<file path="src/rtl/irpd_pkg.sv">
// ----------------------------------------------------------------------------
// irpd_pkg
// Shared types and constants of the IR pulse-distance frame decoder.
// ----------------------------------------------------------------------------
package irpd_pkg;

    localparam int TICK_WIDTH_DEF = 24;
    localparam int REG_WIDTH      = 24;
    localparam int FRAME_BYTES    = 4;
    localparam int FRAME_BITS     = FRAME_BYTES * 8;
    localparam int BIT_IDX_WIDTH  = $clog2(FRAME_BITS);
    localparam int CFG_IDX_WIDTH  = 3;
    localparam int OUT_TDATA_W    = 40;

    localparam logic [BIT_IDX_WIDTH-1:0] LAST_BIT = BIT_IDX_WIDTH'(FRAME_BITS - 1);

    // register indexes on the configuration channel
    localparam logic [CFG_IDX_WIDTH-1:0] CFG_PREAMBLE_MIN   = 3'd0;
    localparam logic [CFG_IDX_WIDTH-1:0] CFG_PREAMBLE_MAX   = 3'd1;
    localparam logic [CFG_IDX_WIDTH-1:0] CFG_PULSE_MIN      = 3'd2;
    localparam logic [CFG_IDX_WIDTH-1:0] CFG_MARK_MAX       = 3'd3;
    localparam logic [CFG_IDX_WIDTH-1:0] CFG_SPACE_MAX      = 3'd4;
    localparam logic [CFG_IDX_WIDTH-1:0] CFG_SHORT_BIT      = 3'd5;
    localparam logic [CFG_IDX_WIDTH-1:0] CFG_MSB_FIRST      = 3'd6;
    localparam logic [CFG_IDX_WIDTH-1:0] CFG_LINE_INVERTED  = 3'd7;

    // reset values of the registers
    localparam logic [REG_WIDTH-1:0] PREAMBLE_MIN_RST = 24'd4000;
    localparam logic [REG_WIDTH-1:0] PREAMBLE_MAX_RST = 24'd5000;
    localparam logic [REG_WIDTH-1:0] PULSE_MIN_RST    = 24'd400;
    localparam logic [REG_WIDTH-1:0] MARK_MAX_RST     = 24'd800;
    localparam logic [REG_WIDTH-1:0] SPACE_MAX_RST    = 24'd2400;

    localparam logic [7:0] BYTE_ONES = 8'hFF;

    typedef enum logic [1:0] {
        ST_OK       = 2'd0,
        ST_PREAMBLE = 2'd1,
        ST_MARK     = 2'd2,
        ST_SPACE    = 2'd3
    } status_t;

    typedef struct packed {
        logic [REG_WIDTH-1:0] preamble_min;
        logic [REG_WIDTH-1:0] preamble_max;
        logic [REG_WIDTH-1:0] pulse_min;
        logic [REG_WIDTH-1:0] mark_max;
        logic [REG_WIDTH-1:0] space_max;
        logic                 short_bit_value;
        logic                 msb_first;
        logic                 line_inverted;
    } cfg_t;

    typedef struct packed {
        status_t                  status;
        logic [BIT_IDX_WIDTH-1:0] bit_position;
        logic [7:0]               address;
        logic [7:0]               address_repeat;
        logic [7:0]               command;
        logic [7:0]               command_check;
        logic                     address_mismatch;
        logic                     command_mismatch;
    } result_t;

endpackage

</file>
<file path="src/rtl/irpd_cfg_regs.sv">
// ----------------------------------------------------------------------------
// irpd_cfg_regs
// Configuration register bank, written one register per word.
// ----------------------------------------------------------------------------
module irpd_cfg_regs
(
    input  logic                                clk,
    input  logic                                rst_n,
    input  logic                                cfg_valid,
    output logic                                cfg_ready,
    input  logic [irpd_pkg::CFG_IDX_WIDTH-1:0]  cfg_index,
    input  logic [irpd_pkg::REG_WIDTH-1:0]      cfg_data,
    output irpd_pkg::cfg_t                      cfg
);

    irpd_pkg::cfg_t cfg_reg;

    assign cfg_ready = 1'b1;
    assign cfg       = cfg_reg;

    always_ff @(posedge clk or negedge rst_n)
    begin
        if (!rst_n)
        begin
            cfg_reg.preamble_min    <= irpd_pkg::PREAMBLE_MIN_RST;
            cfg_reg.preamble_max    <= irpd_pkg::PREAMBLE_MAX_RST;
            cfg_reg.pulse_min       <= irpd_pkg::PULSE_MIN_RST;
            cfg_reg.mark_max        <= irpd_pkg::MARK_MAX_RST;
            cfg_reg.space_max       <= irpd_pkg::SPACE_MAX_RST;
            cfg_reg.short_bit_value <= 1'b0;
            cfg_reg.msb_first       <= 1'b0;
            cfg_reg.line_inverted   <= 1'b0;
        end
        else if (cfg_valid)
        begin
            unique case (cfg_index)
                irpd_pkg::CFG_PREAMBLE_MIN:  cfg_reg.preamble_min    <= cfg_data;
                irpd_pkg::CFG_PREAMBLE_MAX:  cfg_reg.preamble_max    <= cfg_data;
                irpd_pkg::CFG_PULSE_MIN:     cfg_reg.pulse_min       <= cfg_data;
                irpd_pkg::CFG_MARK_MAX:      cfg_reg.mark_max        <= cfg_data;
                irpd_pkg::CFG_SPACE_MAX:     cfg_reg.space_max       <= cfg_data;
                irpd_pkg::CFG_SHORT_BIT:     cfg_reg.short_bit_value <= cfg_data[0];
                irpd_pkg::CFG_MSB_FIRST:     cfg_reg.msb_first       <= cfg_data[0];
                irpd_pkg::CFG_LINE_INVERTED: cfg_reg.line_inverted   <= cfg_data[0];
                default:                     cfg_reg                 <= cfg_reg;
            endcase
        end
    end

endmodule

</file>
<file path="src/rtl/irpd_decoder.sv">
// ----------------------------------------------------------------------------
// irpd_decoder
// Input register and frame state machine; one phase decoded per cycle while res_space is high.
// ----------------------------------------------------------------------------
module irpd_decoder
#(
    parameter int TICK_WIDTH = irpd_pkg::TICK_WIDTH_DEF
)
(
    input  logic                  clk,
    input  logic                  rst_n,
    input  logic                  in_valid,
    output logic                  in_ready,
    input  logic [TICK_WIDTH-1:0] in_ticks,
    input  logic                  in_level,
    input  irpd_pkg::cfg_t        cfg,
    input  logic                  res_space,
    output logic                  res_valid,
    output irpd_pkg::result_t     res
);

    localparam int CW = ((TICK_WIDTH > irpd_pkg::REG_WIDTH) ? TICK_WIDTH
                                                            : irpd_pkg::REG_WIDTH) + 1;
    localparam int BW = irpd_pkg::BIT_IDX_WIDTH;

    typedef enum logic [2:0] {
        PH_HUNT  = 3'd0,
        PH_PRE2  = 3'd1,
        PH_MARK  = 3'd2,
        PH_SPACE = 3'd3,
        PH_STOP  = 3'd4
    } phase_t;

    phase_t                               phase_reg, phase_next;
    logic [BW-1:0]                        bit_count_reg, bit_count_next;
    logic [irpd_pkg::FRAME_BITS-1:0]      frame_reg, frame_next, frame_set;
    logic [TICK_WIDTH-1:0]                mark_reg, mark_next;
    logic                                 in_valid_reg;
    logic [TICK_WIDTH-1:0]                ticks_reg;
    logic                                 level_reg;
    logic                                 fire;
    logic                                 win_pre, win_mark, win_space, short_space;
    logic                                 bit_val;
    logic [BW-1:0]                        bit_pos;
    logic [7:0]                           b0, b1, b2, b3c;

    function automatic logic in_window(input logic [CW-1:0] d,
                                       input logic [CW-1:0] lo,
                                       input logic [CW-1:0] hi);
        in_window = (d > lo) && (d <= hi);
    endfunction

    assign fire     = in_valid_reg && res_space;
    assign in_ready = !in_valid_reg || res_space;

    assign win_pre   = in_window(CW'(ticks_reg), CW'(cfg.preamble_min), CW'(cfg.preamble_max));
    assign win_mark  = in_window(CW'(ticks_reg), CW'(cfg.pulse_min), CW'(cfg.mark_max));
    assign win_space = in_window(CW'(ticks_reg), CW'(cfg.pulse_min), CW'(cfg.space_max));

    // short space: no longer than twice the preceding mark
    assign short_space = {1'b0, ticks_reg} <= {mark_reg, 1'b0};
    assign bit_val     = short_space ? cfg.short_bit_value : !cfg.short_bit_value;
    assign bit_pos     = {bit_count_reg[BW-1:3],
                          cfg.msb_first ? ~bit_count_reg[2:0] : bit_count_reg[2:0]};

    always_comb
    begin
        frame_set          = frame_reg;
        frame_set[bit_pos] = frame_reg[bit_pos] | bit_val;
    end

    assign b0  = frame_set[7:0];
    assign b1  = frame_set[15:8];
    assign b2  = frame_set[23:16];
    assign b3c = frame_set[31:24] ^ irpd_pkg::BYTE_ONES;

    always_comb
    begin
        phase_next     = phase_reg;
        bit_count_next = bit_count_reg;
        frame_next     = frame_reg;
        mark_next      = mark_reg;
        res_valid      = 1'b0;
        res            = '0;
        if (fire)
        begin
            unique case (phase_reg)
                PH_PRE2:
                begin
                    if (!win_pre)
                    begin
                        phase_next     = PH_HUNT;
                        bit_count_next = '0;
                        frame_next     = '0;
                        res_valid      = 1'b1;
                        res.status     = irpd_pkg::ST_PREAMBLE;
                    end
                    else
                    begin
                        phase_next     = PH_MARK;
                        bit_count_next = '0;
                        frame_next     = '0;
                    end
                end
                PH_MARK:
                begin
                    if (!win_mark)
                    begin
                        phase_next       = PH_HUNT;
                        bit_count_next   = '0;
                        frame_next       = '0;
                        res_valid        = 1'b1;
                        res.status       = irpd_pkg::ST_MARK;
                        res.bit_position = bit_count_reg;
                    end
                    else
                    begin
                        mark_next  = ticks_reg;
                        phase_next = PH_SPACE;
                    end
                end
                PH_SPACE:
                begin
                    if (!win_space)
                    begin
                        phase_next       = PH_HUNT;
                        bit_count_next   = '0;
                        frame_next       = '0;
                        res_valid        = 1'b1;
                        res.status       = irpd_pkg::ST_SPACE;
                        res.bit_position = bit_count_reg;
                    end
                    else if (bit_count_reg != irpd_pkg::LAST_BIT)
                    begin
                        frame_next     = frame_set;
                        bit_count_next = bit_count_reg + 1'b1;
                        phase_next     = PH_MARK;
                    end
                    else
                    begin
                        // last bit: report the frame, then skip the stop mark
                        phase_next           = PH_STOP;
                        bit_count_next       = '0;
                        frame_next           = '0;
                        res_valid            = 1'b1;
                        res.status           = irpd_pkg::ST_OK;
                        res.address          = b0;
                        res.address_repeat   = b1;
                        res.command          = b2;
                        res.command_check    = b3c;
                        res.address_mismatch = (b1 != b0);
                        res.command_mismatch = (b3c != b2);
                    end
                end
                PH_STOP:
                begin
                    phase_next = PH_HUNT;
                end
                default:
                begin
                    phase_next = PH_HUNT;
                    if (level_reg != cfg.line_inverted)
                    begin
                        if (!win_pre)
                        begin
                            bit_count_next = '0;
                            frame_next     = '0;
                            res_valid      = 1'b1;
                            res.status     = irpd_pkg::ST_PREAMBLE;
                        end
                        else
                        begin
                            phase_next = PH_PRE2;
                        end
                    end
                end
            endcase
        end
    end

    always_ff @(posedge clk or negedge rst_n)
    begin
        if (!rst_n)
        begin
            phase_reg     <= PH_HUNT;
            bit_count_reg <= '0;
            frame_reg     <= '0;
            mark_reg      <= '0;
            in_valid_reg  <= 1'b0;
        end
        else
        begin
            phase_reg     <= phase_next;
            bit_count_reg <= bit_count_next;
            frame_reg     <= frame_next;
            mark_reg      <= mark_next;
            if (in_ready)
            begin
                in_valid_reg <= in_valid;
            end
        end
    end

    always_ff @(posedge clk)
    begin
        if (in_valid && in_ready)
        begin
            ticks_reg <= in_ticks;
            level_reg <= in_level;
        end
    end

endmodule

</file>
<file path="src/rtl/irpd_out_fifo.sv">
// ----------------------------------------------------------------------------
// irpd_out_fifo
// Two-word result buffer that parts the decoder from the output handshake.
// ----------------------------------------------------------------------------
module irpd_out_fifo
(
    input  logic              clk,
    input  logic              rst_n,
    input  logic              push,
    input  irpd_pkg::result_t push_data,
    output logic              space,
    output logic              out_valid,
    input  logic              out_ready,
    output irpd_pkg::result_t out_data
);

    irpd_pkg::result_t mem [2];
    logic              wr_ptr_reg;
    logic              rd_ptr_reg;
    logic [1:0]        count_reg;
    logic              pop;

    assign out_valid = (count_reg != 2'd0);
    assign pop       = out_valid && out_ready;
    // a full buffer still takes a word when the head leaves in the same cycle
    assign space     = (count_reg != 2'd2) || out_ready;
    assign out_data  = mem[rd_ptr_reg];

    always_ff @(posedge clk or negedge rst_n)
    begin
        if (!rst_n)
        begin
            wr_ptr_reg <= 1'b0;
            rd_ptr_reg <= 1'b0;
            count_reg  <= 2'd0;
        end
        else
        begin
            if (push)
            begin
                wr_ptr_reg <= !wr_ptr_reg;
            end
            if (pop)
            begin
                rd_ptr_reg <= !rd_ptr_reg;
            end
            case ({push, pop})
                2'b10:   count_reg <= count_reg + 2'd1;
                2'b01:   count_reg <= count_reg - 2'd1;
                default: count_reg <= count_reg;
            endcase
        end
    end

    always_ff @(posedge clk)
    begin
        if (push)
        begin
            mem[wr_ptr_reg] <= push_data;
        end
    end

endmodule

</file>
<file path="src/rtl/ir_pulse_distance_frame_decoder_core.sv">
// ----------------------------------------------------------------------------
// ir_pulse_distance_frame_decoder_core
// Decodes measured IR line phases into 32-bit address/command frames.
// ----------------------------------------------------------------------------
// Usage:
//   s_* carries one line phase per word: its length in ticks (saturated by the
//   edge timer) in s_tdata and its raw level in s_tuser. m_* carries one word
//   per finished frame or per first timing error; m_tuser holds the status.
//   cfg_* writes one register per word; write only while the decoder is idle.
// Path: a phase accepted into the input register is decoded from there, and
//   its result, if any, is written to the result buffer and shown on m_* from it.
// Throughput: one phase per cycle while the result buffer has room; the input
//   register, one pass of compare/bit-insert logic and a two-word buffer set it.
// Reset: control and config registers return to their defaults, the decoder
//   hunts for a preamble and both buffers empty. No clearing pass is needed.
// Stall: while m_tready is low the result buffer fills; once it holds two
//   words, hold the next phase in the input register and drop s_tready until
//   the receiver takes a word, whether or not that phase gives a result.
//   One more phase is taken into an empty input register before s_tready drops.
// ----------------------------------------------------------------------------
module ir_pulse_distance_frame_decoder_core
#(
    parameter int TICK_WIDTH = irpd_pkg::TICK_WIDTH_DEF
)
(
    input  logic                                   clk,
    input  logic                                   rst_n,
    // phase_ticks [TICK_WIDTH-1:0], zero padding above
    input  logic [((TICK_WIDTH + 7) / 8) * 8-1:0]  s_tdata,
    // phase_level [0]
    input  logic                                   s_tuser,
    input  logic                                   s_tvalid,
    output logic                                   s_tready,
    // bit_position [4:0], address [12:5], address_repeat [20:13],
    // command [28:21], command_check [36:29], address_mismatch [37],
    // command_mismatch [38], zero [39]
    output logic [irpd_pkg::OUT_TDATA_W-1:0]       m_tdata,
    // status [1:0]
    output logic [1:0]                             m_tuser,
    output logic                                   m_tvalid,
    input  logic                                   m_tready,
    input  logic                                   cfg_valid,
    output logic                                   cfg_ready,
    input  logic [irpd_pkg::CFG_IDX_WIDTH-1:0]     cfg_index,
    input  logic [irpd_pkg::REG_WIDTH-1:0]         cfg_data
);

    irpd_pkg::cfg_t    cfg;
    irpd_pkg::result_t res;
    irpd_pkg::result_t head;
    logic              res_valid;
    logic              res_space;

    // register bank
    irpd_cfg_regs u_cfg_regs
    (
        .clk       (clk),
        .rst_n     (rst_n),
        .cfg_valid (cfg_valid),
        .cfg_ready (cfg_ready),
        .cfg_index (cfg_index),
        .cfg_data  (cfg_data),
        .cfg       (cfg)
    );

    // input register and frame state machine
    irpd_decoder #(
        .TICK_WIDTH (TICK_WIDTH)
    ) u_decoder
    (
        .clk       (clk),
        .rst_n     (rst_n),
        .in_valid  (s_tvalid),
        .in_ready  (s_tready),
        .in_ticks  (s_tdata[TICK_WIDTH-1:0]),
        .in_level  (s_tuser),
        .cfg       (cfg),
        .res_space (res_space),
        .res_valid (res_valid),
        .res       (res)
    );

    // result buffer: keeps the decoder running while the receiver stalls, until it fills
    irpd_out_fifo u_out_fifo
    (
        .clk       (clk),
        .rst_n     (rst_n),
        .push      (res_valid),
        .push_data (res),
        .space     (res_space),
        .out_valid (m_tvalid),
        .out_ready (m_tready),
        .out_data  (head)
    );

    // pack the result word, lowest field first
    assign m_tuser = head.status;
    assign m_tdata = {1'b0,
                      head.command_mismatch,
                      head.address_mismatch,
                      head.command_check,
                      head.command,
                      head.address_repeat,
                      head.address,
                      head.bit_position};

`ifndef SYNTHESIS
    // the decoder only pushes when the buffer has room
    a_push_has_room: assert property (@(posedge clk) disable iff (!rst_n)
        res_valid |-> res_space)
        else $error("result pushed into a full buffer");

    // a good frame never reports a failing bit index
    a_ok_no_position: assert property (@(posedge clk) disable iff (!rst_n)
        (m_tvalid && (m_tuser == irpd_pkg::ST_OK)) |-> (m_tdata[4:0] == 5'd0))
        else $error("frame result carries a bit index");

    // a timing error carries no frame bytes or check flags
    a_error_no_bytes: assert property (@(posedge clk) disable iff (!rst_n)
        (m_tvalid && (m_tuser != irpd_pkg::ST_OK)) |-> (m_tdata[39:5] == 35'd0))
        else $error("error result carries frame data");

    // the input stalls only while the buffer's head waits on a low m_tready
    a_stall_holds_input: assert property (@(posedge clk) disable iff (!rst_n)
        (!s_tready) |-> (m_tvalid && !m_tready))
        else $error("input stalled while the output side is free");
`endif

endmodule

</file>
<file path="config.mk">
export PLATFORM = sky130hd
export DESIGN_NAME = ir_pulse_distance_frame_decoder_core
export DESIGN_NICKNAME = d
export VERILOG_FILES = /design/src/rtl/irpd_pkg.sv /design/src/rtl/irpd_cfg_regs.sv /design/src/rtl/irpd_decoder.sv /design/src/rtl/irpd_out_fifo.sv /design/src/rtl/ir_pulse_distance_frame_decoder_core.sv
export SDC_FILE = /design/constraint.sdc
export NUM_CORES = 1
export LEC_CHECK = 0
export ABC_AREA = 0
export BUFFER_PORTS_ARGS = -buffer_cell sky130_fd_sc_hd__buf_2
export CORE_MARGIN = 10
export CORE_UTILIZATION = 54
export DETAILED_ROUTE_END_ITERATION = 10
export HOLD_SLACK_MARGIN = 0.1
export PLACE_DENSITY = 0.72
export SYNTH_ARGS = -nofsm -noshare
export SYNTH_HDL_FRONTEND = slang
export SYNTH_HIERARCHICAL = 1
export SYNTH_SLANG_ARGS = --single-unit
</file>
<file path="constraint.sdc">
create_clock -name clk -period 14.6 [get_ports clk]
set_clock_uncertainty 0.1 [all_clocks]
set_input_delay 0.73 -clock clk [delete_from_list [all_inputs] [get_ports clk]]
set_output_delay 0.73 -clock clk [all_outputs]
set_load 0.05 [all_outputs]
</file>
Word-level counts from Yosys, hierarchy flattened

Memory sizes are Yosys's and may differ from the RTL's.
Index checks and enable logic that the tools add are counted.

Reductions and logical operators: 27
$add $sub $neg: 3
Eq/ne operators: 20
Bitwise gates (word level): 4
Order comparisons: 8
Multiplexer cells: 47

Operator list:

| cell                                                                  | number |
|---|---|
| 32-bit 2-to-1 mux                                                     | 5 |
| 32-bit one-hot mux with 4 select lines                                | 1 |
| 34-bit 2-to-1 mux                                                     | 3 |
| 24-bit less-or-equal comparator                                       | 3 |
| 24-bit greater-than comparator                                        | 2 |
| 41-bit 2-to-1 mux                                                     | 1 |
| 32-bit bitwise mux                                                    | 1 |
| 5-bit 2-to-1 mux                                                      | 6 |
| 24-bit by 25-bit less-or-equal comparator with 1-bit output           | 1 |
| 5-bit one-hot mux with 4 select lines                                 | 1 |
| 8-bit inequality test                                                 | 2 |
| 2-bit AND reduction                                                   | 8 |
| 3-bit equality test, second input constant                            | 5 |
| 1-bit 2-to-1 mux                                                      | 13 |
| 3-bit by 2-bit equality test with 1-bit output, second input constant | 4 |
| 3-bit 2-to-1 mux                                                      | 4 |
| 3-bit one-hot mux with 4 select lines                                 | 1 |
| 5-bit one-hot mux with 2 select lines                                 | 1 |
| 2-bit 2-to-1 mux                                                      | 4 |
| 8-bit NOT                                                             | 1 |
| 2-bit one-hot mux with 4 select lines                                 | 1 |
| 1-bit logical AND                                                     | 7 |
| 7-bit 2-to-1 mux                                                      | 1 |
| 3-bit by 1-bit equality test with 1-bit output, second input constant | 2 |
| other kinds (25)                                                      | 31 |

Output and inout bits: 45
RAM bits: 82
Register bits after elaboration: 217
Word-level logic and storage cells: 128
Input port bits: 57
Memories: 1

Memories:

| memory         | words | width | rd ports | clocked after memory_dff | write ports | line                | RTL |
|---|---|---|---|---|---|---|---|
| u_out_fifo.mem | 2     | 41    | 1        | 0                        | 1           | irpd_out_fifo.sv:17 | `irpd_pkg::result_t mem [2];` |

Depth between registers and ports, before layout

Gate-level depths: netlist (run 1).

Depth in word-level cells: 13
Mapped depth: 17
Depth with buffers taken out: 17

By module

Netlist (run 1), hierarchy kept.

Modules (own cells, without submodules):

| module                               | area an instance (um^2) | seq. area each (um^2) | cells each | times used |
|---|---|---|---|---|
| irpd_decoder                         | 8689.6                  | 2377.3                | 1007       | 1 |
| irpd_cfg_regs                        | 4968.5                  | 3104.2                | 271        | 1 |
| irpd_out_fifo                        | 3191.8                  | 2562.5                | 145        | 1 |
| ir_pulse_distance_frame_decoder_core | 11.3                    | 0.0                   | 2          | 1 |

Worst setup path before layout (run 1)

OpenSTA, ideal clock, no wires.

Path kind: register to register
From: register u_decoder.ticks_reg[1]
To: memory u_out_fifo/mem[0][0] in the netlist's numbering, enable pin
Setup slack: 9.924 ns
Arrival: 4.137 ns
Cell stages (with the launch flop): 13
Clock period less this slack: 4.676 ns
Data required time: 14.061 ns
Library setup time: 0.439 ns
Buffers on the path: 0
Cells stage by stage: edfxtp_1 -> ha_1 -> nor2b_1 -> o21a_1 -> o21ai_0 -> a21oi_1 -> o31ai_1 -> nand3_1 -> o211ai_1 -> mux2i_1 -> a311oi_1 -> inv_1 -> nor2_1

Longest elaborated chain between the ends: 8
Elaborated cells between the ends (all ways): 16
Those cells by class: order compare: 5; mux: 8; reduce/logical: 3

Ends and longest elaborated chain:

| element                                                                                  | line                                       | RTL |
|---|---|---|
| start, declared                                                                          | irpd_decoder.sv:39                         | `logic [TICK_WIDTH-1:0] ticks_reg;` |
| start signal, assigned                                                                   | irpd_decoder.sv:208                        | `ticks_reg <= in_ticks;` |
| 24-bit greater-than comparator / 24-bit less-or-equal comparator (equally long branches) | irpd_decoder.sv:50                         | `in_window = (d > lo) && (d <= hi);` |
| 1-bit logical AND                                                                        | irpd_decoder.sv:50                         |  |
| 1-bit 2-to-1 mux                                                                         | irpd_decoder.sv:90, irpd_decoder.sv:164    |  |
| 1-bit 2-to-1 mux                                                                         | irpd_decoder.sv:162                        | `if (level_reg != cfg.line_inverted)` |
| 1-bit one-hot mux with 4 select lines *                                                  | irpd_decoder.sv:87                         | `unique case (phase_reg)` |
| 1-bit 2-to-1 mux *                                                                       | irpd_decoder.sv:85                         | `if (fire)` |
| via res_valid                                                                            | ir_pulse_distance_frame_decoder_core.sv:51 | `logic res_valid;` |
| 1-bit 2-to-1 mux *                                                                       | irpd_out_fifo.sv:57                        | `if (push)` |
| 1-bit 2-to-1 mux (implied by the code) *                                                 | irpd_out_fifo.sv:59                        | `mem[wr_ptr_reg] <= push_data;` |
| end, declared                                                                            | irpd_out_fifo.sv:17                        |  |

Mark *: on every way through the listed nets, which the timed path passes. The rest lies on a longest branch.

Final worst setup path (run 1)

From: register u_decoder.ticks_reg[17]
To: memory u_out_fifo/mem[1][15] in the netlist's numbering, enable pin

The elaborated chain is that of the path after synthesis.

==> reports/results.ini, run 1 <==
[clocking]
cts_made_buffers = 35
clkTransAtPathRegs_ns = 0.06
clock_latency_ns = 0.51
ctsResizeCount = 0
clock_sinks = 299
h-tree-depth = 2
root_buffer = clkbuf_16
cts_tree = done
cts_setup_buffers = 0
cts_buffer_depth = 3
cts_hold_buf = 0

[yosys]
ys_seq_area_frac = 0.4771
synth_edf_count = 107
synthCells = 1425
synthFlopType = dfrtp_1
synth_area_leaders = dfrtp_1 (25%), edfxtp_1 (19%), ha_1 (11%), mux2_2 (7.0%), mux2_4 (5.6%)
yosysTopAreaCell = dfrtp_1
synth_nets = 1628
synth.most_common_cell = dfrtp_1
yosys.area.top_type_share = 0.2538
yosys_warnings = 6
synth-seq-cells = 299
synth_cell_types = 82
syn_area_um2 = 16860
async_flop_share = 0.6421
syn_avg_cell_area_um2 = 11.83
synth_common_cells = dfrtp_1 (171), inv_1 (158), ha_1 (146), edfxtp_1 (107), mux2_2 (105)

[cells_and_area]
drive_gt1_frac = 0.2455
finalNetCount = 1717
syn_to_final_growth_pct = 11.26
largest_reg_flops = 123
final_core_util = 0.6117
n_antenna_cell = 0

[global_route]
grt_pass1_wl_um = 64280
grtUsageTotal = 0.2032
grt_pass1_vias = 11820
overflow = 0
grt_max_degree = 70
antenna_found_initial = 1

[power_and_ir_drop]
vdd_ir_drop_max_mv = 0.1075
power_density_nw_per_um2 = 168.7
p_leak_uw = 0.008399

[die]
placementRows = 64
dieHeight_um = 196.7
initial_core_util = 0.5498
core_area_um2 = 30670
io_pins = 102
die_area_um2 = 38690
die_w_um = 196.7

[sta]
finalHoldViolCount = 0
period_needed_ns = 4.349
finalSetupViolations = 0
setup_tns_ns = 0
period_share = 0.2979
worst_slack_ns = 10.25
relSlewSlack = 0.3076
clock.fmax_ghz = 0.2300
tightestPinTransition_ns = 1.039
rsz0062_at_grt = no
drv_slew = 0

[route]
drc_errors = 0
vias = 11340
drt-total-wl_um = 39890
ant_nets = 0
dr.pass1.iters = 8
via_per_inst = 5.859
drt_iter0_drc = 1040
avgRoutedWirePerCell_um = 20.60

[critical_path]
worstSetupStartpointType = flop
critPathMaxFanout = 41
end_kind = flop
crit_path_cell_trace = ha_1 > a21o_1 > a21o_1 > a21oi_1 > o21ai_0 > nand4bb_1 > o21bai_1 > nor2_1 > nand2_1 > mux2i_1 > a311oi_1 > and2_2
crit_type = flop to flop
critPathSlowestCell = and2_2
critPathLaunch = u_decoder/ticks_reg[17]$_DFFE_PP_
crit_arrival_ns = 4.37
max_stage_delay_ns = 0.91
worstPathRequired_ns = 14.62
crit_top_cell = a21o_1
reg2reg_from = u_decoder/ticks_reg[17]$_DFFE_PP_

[placement]
post-place-ws_ns = 10.27
dp_hpwl_um = 28520
place.port_buffers = 99
gp_congestion = 0.9149

[job]
maxCapViolCount = 0

[run_status]
status = completed

[hold_path]
hold_class = primary input to async pin

## power breakdown
group / total, uW / internal (uW) / switching (uW)
sequential: 1210 / 1080 / 126
combinational: 1090 / 414 / 674
clock: 869 / 527 / 342
## worst max-delay path: cells and delay by family, from the launching register on
family / cells / cell delay (ns)
AOI/OAI and AO/OA: 6 / 1.45
adders and majority gates: 1 / 0.35
DFF: 1 / 0.52
muxes: 1 / 0.09
and+or+nand+nor: 4 / 1.40
## per-stage QoR
stage	total power, uW	hold WS (ns)	instance area (um2)	cells
floorplan	2039	0.3344	16860	1425
global placement	2280	0.3677	17600	1873
detailed placement	2308	0.3758	17600	1873
CTS	3188	0.1265	18760	1936
global route	3342	0.1373	18760	1936
finish	3164	0.1042	18760	1936
## cell families after synthesis
group	Yosys count	share of synthesized area
flip-flops	299	0.4771
AND/OR/NAND/NOR	285	0.08949
AO/OA/AOI/OAI	252	0.1032
buffers and inverters	219	0.05825
multiplexers	200	0.1509
adder cells (fa/ha/maj)	146	0.1083
XOR/XNOR	22	0.01232
other	2	0.0004454
## metal layers
layer,global-route usage,part of all wire,up-vias,routed length [um]
li1,-,-,5371,-
met3,0.03293,0.046,77,1815
met1,0.2643,0.44,5584,17550
met5,0,0.00033,-,13
met4,0.06147,0.027,2,1064
met2,0.3421,0.49,309,19440
## worst paths after layout
kind | to | slack, ns | cells past startpoint
worst max-delay path | u_out_fifo/mem[1][15]$_DFFE_PP_ | 10.25 | 12
worst min-delay path | u_cfg_regs/cfg[105]$_DFFE_PN0P_ | 0.10 | 1
worst max register to register | u_out_fifo/mem[1][15]$_DFFE_PP_ | 10.25 | 12
worst min register to register | u_cfg_regs/cfg[19]$_DFFE_PN0P_ | 0.38 | 1
max in group asynchronous | u_out_fifo/rd_ptr_reg$_DFFE_PN0P_ | 13.01 | 2
min in group clk | u_decoder/ticks_reg[15]$_DFFE_PP_ | 0.30 | 1
## area by class of cell
type	instances	area, um2
Multi-Input combinational cell	907	7859
Timing Repair Buffer	112	601.8
Clock inverter	12	92.59
Tap cell	396	495.5
Fill cell	2486	11910
Inverter	159	596.8
Sequential cell	299	8045
Clock buffer	51	1070
## placed cells by master, fill, tap and decap left out, drive strengths merged, types with 31 or more instances in the layout
cell type	count
clkbuf	52
a21oi	40
dfrtp	171
a21o	42
edfxtp	107
nand2	54
o31ai	31
inv	160
mux2	188
buf	111
ha	146
nor2	77
nand4	36
No activity file was read; power rests on OpenSTA's default activity.
==> run 2: changes to the inputs <==
Settings changed: PLACE_DENSITY 0.72 to 0.75.
Clock period 14.6 ns to 3.9 ns, I/O delays scaled along.
==> reports/results.ini, run 2 (synthesized netlist as in run 1, its figures left out) <==
[run_status]
status = completed  ; unchanged

[cells_and_area]
drive_gt1_frac = 0.2715  ; was 0.2455
largest_reg_flops = 123  ; unchanged
finalNetCount = 1839  ; was 1717
n_antenna_cell = 0  ; unchanged
layout_common_cells = dfrtp_1 (170), inv_1 (158), ha_1 (145)  ; was dfrtp_1 (170), inv_1 (158), ha_1 (146)
n_fill_cell = 2281  ; was 2486
final_core_util = 0.6479  ; was 0.6117
final_cells = 2057  ; was 1936
syn_to_final_growth_pct = 17.85  ; was 11.26%
mostFrequentLayoutCell = dfrtp_1  ; unchanged

[critical_path]
r2r-end = u_out_fifo/mem[1][9]$_DFFE_PP_  ; was u_out_fifo/mem[1][15]$_DFFE_PP_
end_kind = flop  ; unchanged
crit_arrival_ns = 3.91  ; was 4.37 ns
worstSetupStartpointType = flop  ; unchanged
reg2reg_from = u_cfg_regs/cfg[32]$_DFFE_PN1P_  ; was u_decoder/ticks_reg[17]$_DFFE_PP_
worstPathRequired_ns = 4.04  ; was 14.62 ns
crit_path_cell_trace = inv_1 > ha_1 > a21o_1 > a21o_1 > a21oi_1 > o21ai_0 > a2111oi_1 > buf_4 > o211ai_1 > o211ai_1 > a311oi_2 > buf_4 > and2_2 > buf_12  ; was ha_1 > a21o_1 > a21o_1 > a21oi_1 > o21ai_0 > nand4bb_1 > o21bai_1 > nor2_1 > nand2_1 > mux2i_1 > a311oi_1 > and2_2
critPathSlowestCell = dfstp_2  ; was and2_2
crit_type = flop to flop  ; unchanged
critPathBufInv = 4  ; was 0
critPathMaxFanout = 41  ; unchanged
max_stage_delay_ns = 0.53  ; was 0.91 ns
r2r_cells = 14  ; was 12
rrSetupSlack_ns = 0.13  ; was 10.25 ns
crit_family = compound AO/OA/AOI/OAI gates  ; unchanged

[hold_path]
holdPathStages = 2
hold_path_startpoint = s_tdata[8]
hold_class = primary input to flop  ; was primary input to async pin
hold_end = u_decoder/ticks_reg[8]$_DFFE_PP_

[power_and_ir_drop]
p_leak_uw = 0.008946  ; was 0.008399 uW
power_density_nw_per_um2 = 607.6  ; was 168.7 nW/um2
switching_share = 0.3676  ; was 0.3610
clkPwrFrac = 0.255  ; was 0.275
intPower_uw = 7636  ; was 2022 uW
switching_power_uw = 4438  ; was 1142 uW
p_comb_frac = 0.375  ; was 0.344
seq_power_share = 0.371  ; was 0.381
vdd_ir_drop_max_mv = 0.4246  ; was 0.1075 mV
power_uw = 12070  ; was 3164 uW

[die]
io_pins = 102  ; unchanged
die_area_um2 = 38690  ; unchanged
dieHeight_um = 196.7  ; unchanged
placementRows = 64  ; unchanged
core_area_um2 = 30670  ; unchanged
initial_core_util = 0.5498  ; unchanged
die_w_um = 196.7  ; unchanged

[sta]
finalSetupViolations = 0  ; unchanged
tightestPinTransition_ns = 1.101  ; was 1.039 ns
period_needed_ns = 3.772  ; was 4.349 ns
finalHoldViolCount = 0  ; unchanged
clock.fmax_ghz = 0.2651  ; was 0.2300 GHz
worst_slack_ns = 0.1277  ; was 10.25 ns
drv_slew = 0  ; unchanged
whs_ns = 0.2925  ; was 0.1042 ns
period_share = 0.9673  ; was 0.2979
relSlewSlack = 0.2631  ; was 0.3076

[placement]
dp_hpwl_um = 29640  ; was 28520 um
gp_congestion = 0.8945  ; was 0.9149
post-place-ws_ns = -0.1834  ; was 10.27 ns
place.port_buffers = 99  ; unchanged
dp.cells = 1918  ; was 1873

[clocking]
root_buffer = clkbuf_16  ; unchanged
clock_latency_ns = 0.52  ; was 0.51 ns
cts_tree = done  ; unchanged
clock_sinks = 299  ; unchanged
clkTransAtPathRegs_ns = 0.06  ; about the same
cts_buffer_depth = 3  ; unchanged
cts_made_buffers = 34  ; was 35
h-tree-depth = 2  ; unchanged

[route]
drt_iter0_drc = 982  ; was 1040
drt-total-wl_um = 43040  ; was 39890 um
vias = 12070  ; was 11340
dr.pass1.iters = 5  ; was 8
via_per_inst = 5.867  ; was 5.859
ant_nets = 0  ; unchanged
drc_errors = 0  ; unchanged
avgRoutedWirePerCell_um = 20.92  ; was 20.60 um

[global_route]
grtUsageTotal = 0.2177  ; was 0.2032
grt_pass1_wl_um = 68160  ; was 64280 um
grt_pass1_vias = 12470  ; was 11820
grt_max_degree = 125  ; was 70
overflow = 0  ; unchanged
antenna_found_initial = 0  ; was 1

[job]
maxCapViolCount = 0  ; unchanged

## run 2: stage by stage
| stage | setup TNS [ns] | cell area (um2) |
|---|---|---|
| detailed placement | -0.4159 | 18010 |
| global placement | -0.2325 | 18010 |
| floorplan | 0 | 16870 |
| global route | -0.02568 | 19870 |
| CTS | 0 | 19670 |
| finish | 0 | 19870 |
## run 2: area by class of cell
class	count	area, um2	area share
Sequential cell	299	8045	0.4049
Multi-Input combinational cell	907	7925	0.3988
Timing Repair Buffer	235	1743	0.08771
Clock buffer	45	953.4	0.04798
Inverter	159	596.8	0.03003
Tap cell	396	495.5	0.02493
Clock inverter	16	112.6	0.005667
## run 2: worst max path at each step
| stage | from | to | depth (start not counted) |
|---|---|---|---|
| 2_1_floorplan | u_decoder/ticks_reg[1]$_DFFE_PP_ | u_out_fifo/mem[1][0]$_DFFE_PP_ | 11 |
| 3_3_place_gp | u_decoder/ticks_reg[21]$_DFFE_PP_ | u_out_fifo/mem[1][0]$_DFFE_PP_ | 12 |
| 3_5_place_dp | u_decoder/ticks_reg[11]$_DFFE_PP_ | u_out_fifo/mem[1][0]$_DFFE_PP_ | 13 |
| 4_1_cts | u_decoder/ticks_reg[17]$_DFFE_PP_ | u_out_fifo/mem[0][35]$_DFFE_PP_ | 14 |
| 5_1_grt | u_decoder/ticks_reg[11]$_DFFE_PP_ | u_out_fifo/mem[0][0]$_DFFE_PP_ | 13 |
| 6_report | u_cfg_regs/cfg[32]$_DFFE_PN1P_ | u_out_fifo/mem[1][9]$_DFFE_PP_ | 14 |
## run 2: power by group through the flow
stage	Clock, uW	Sequential (uW)	Combinational [uW]
after detailed placement	0	4530	4330
after CTS	3120	4480	4430
after global placement	0	4490	4220
after global routing	3260	4560	4910
after floorplan	0	4330	3300
final	3080	4470	4520
## run 2: timing repair
action	CTS	global route
pin swaps	0	6
endpoints found under the hold margin	273	0
setup buffers	0	21
endpoints found under the setup margin	44	92
hold buffers	57	0
gates resized for setup	5	11
## run 2: layer usage
layer / up-vias / part of all wire / GRT usage / wire length, um
met5: - / 0 / 0 / 0
met4: 0 / 0.025 / 0.06427 / 1089
met3: 80 / 0.053 / 0.03785 / 2291
met2: 393 / 0.51 / 0.3845 / 22070
met1: 5991 / 0.41 / 0.2669 / 17580
li1: 5605 / - / - / -
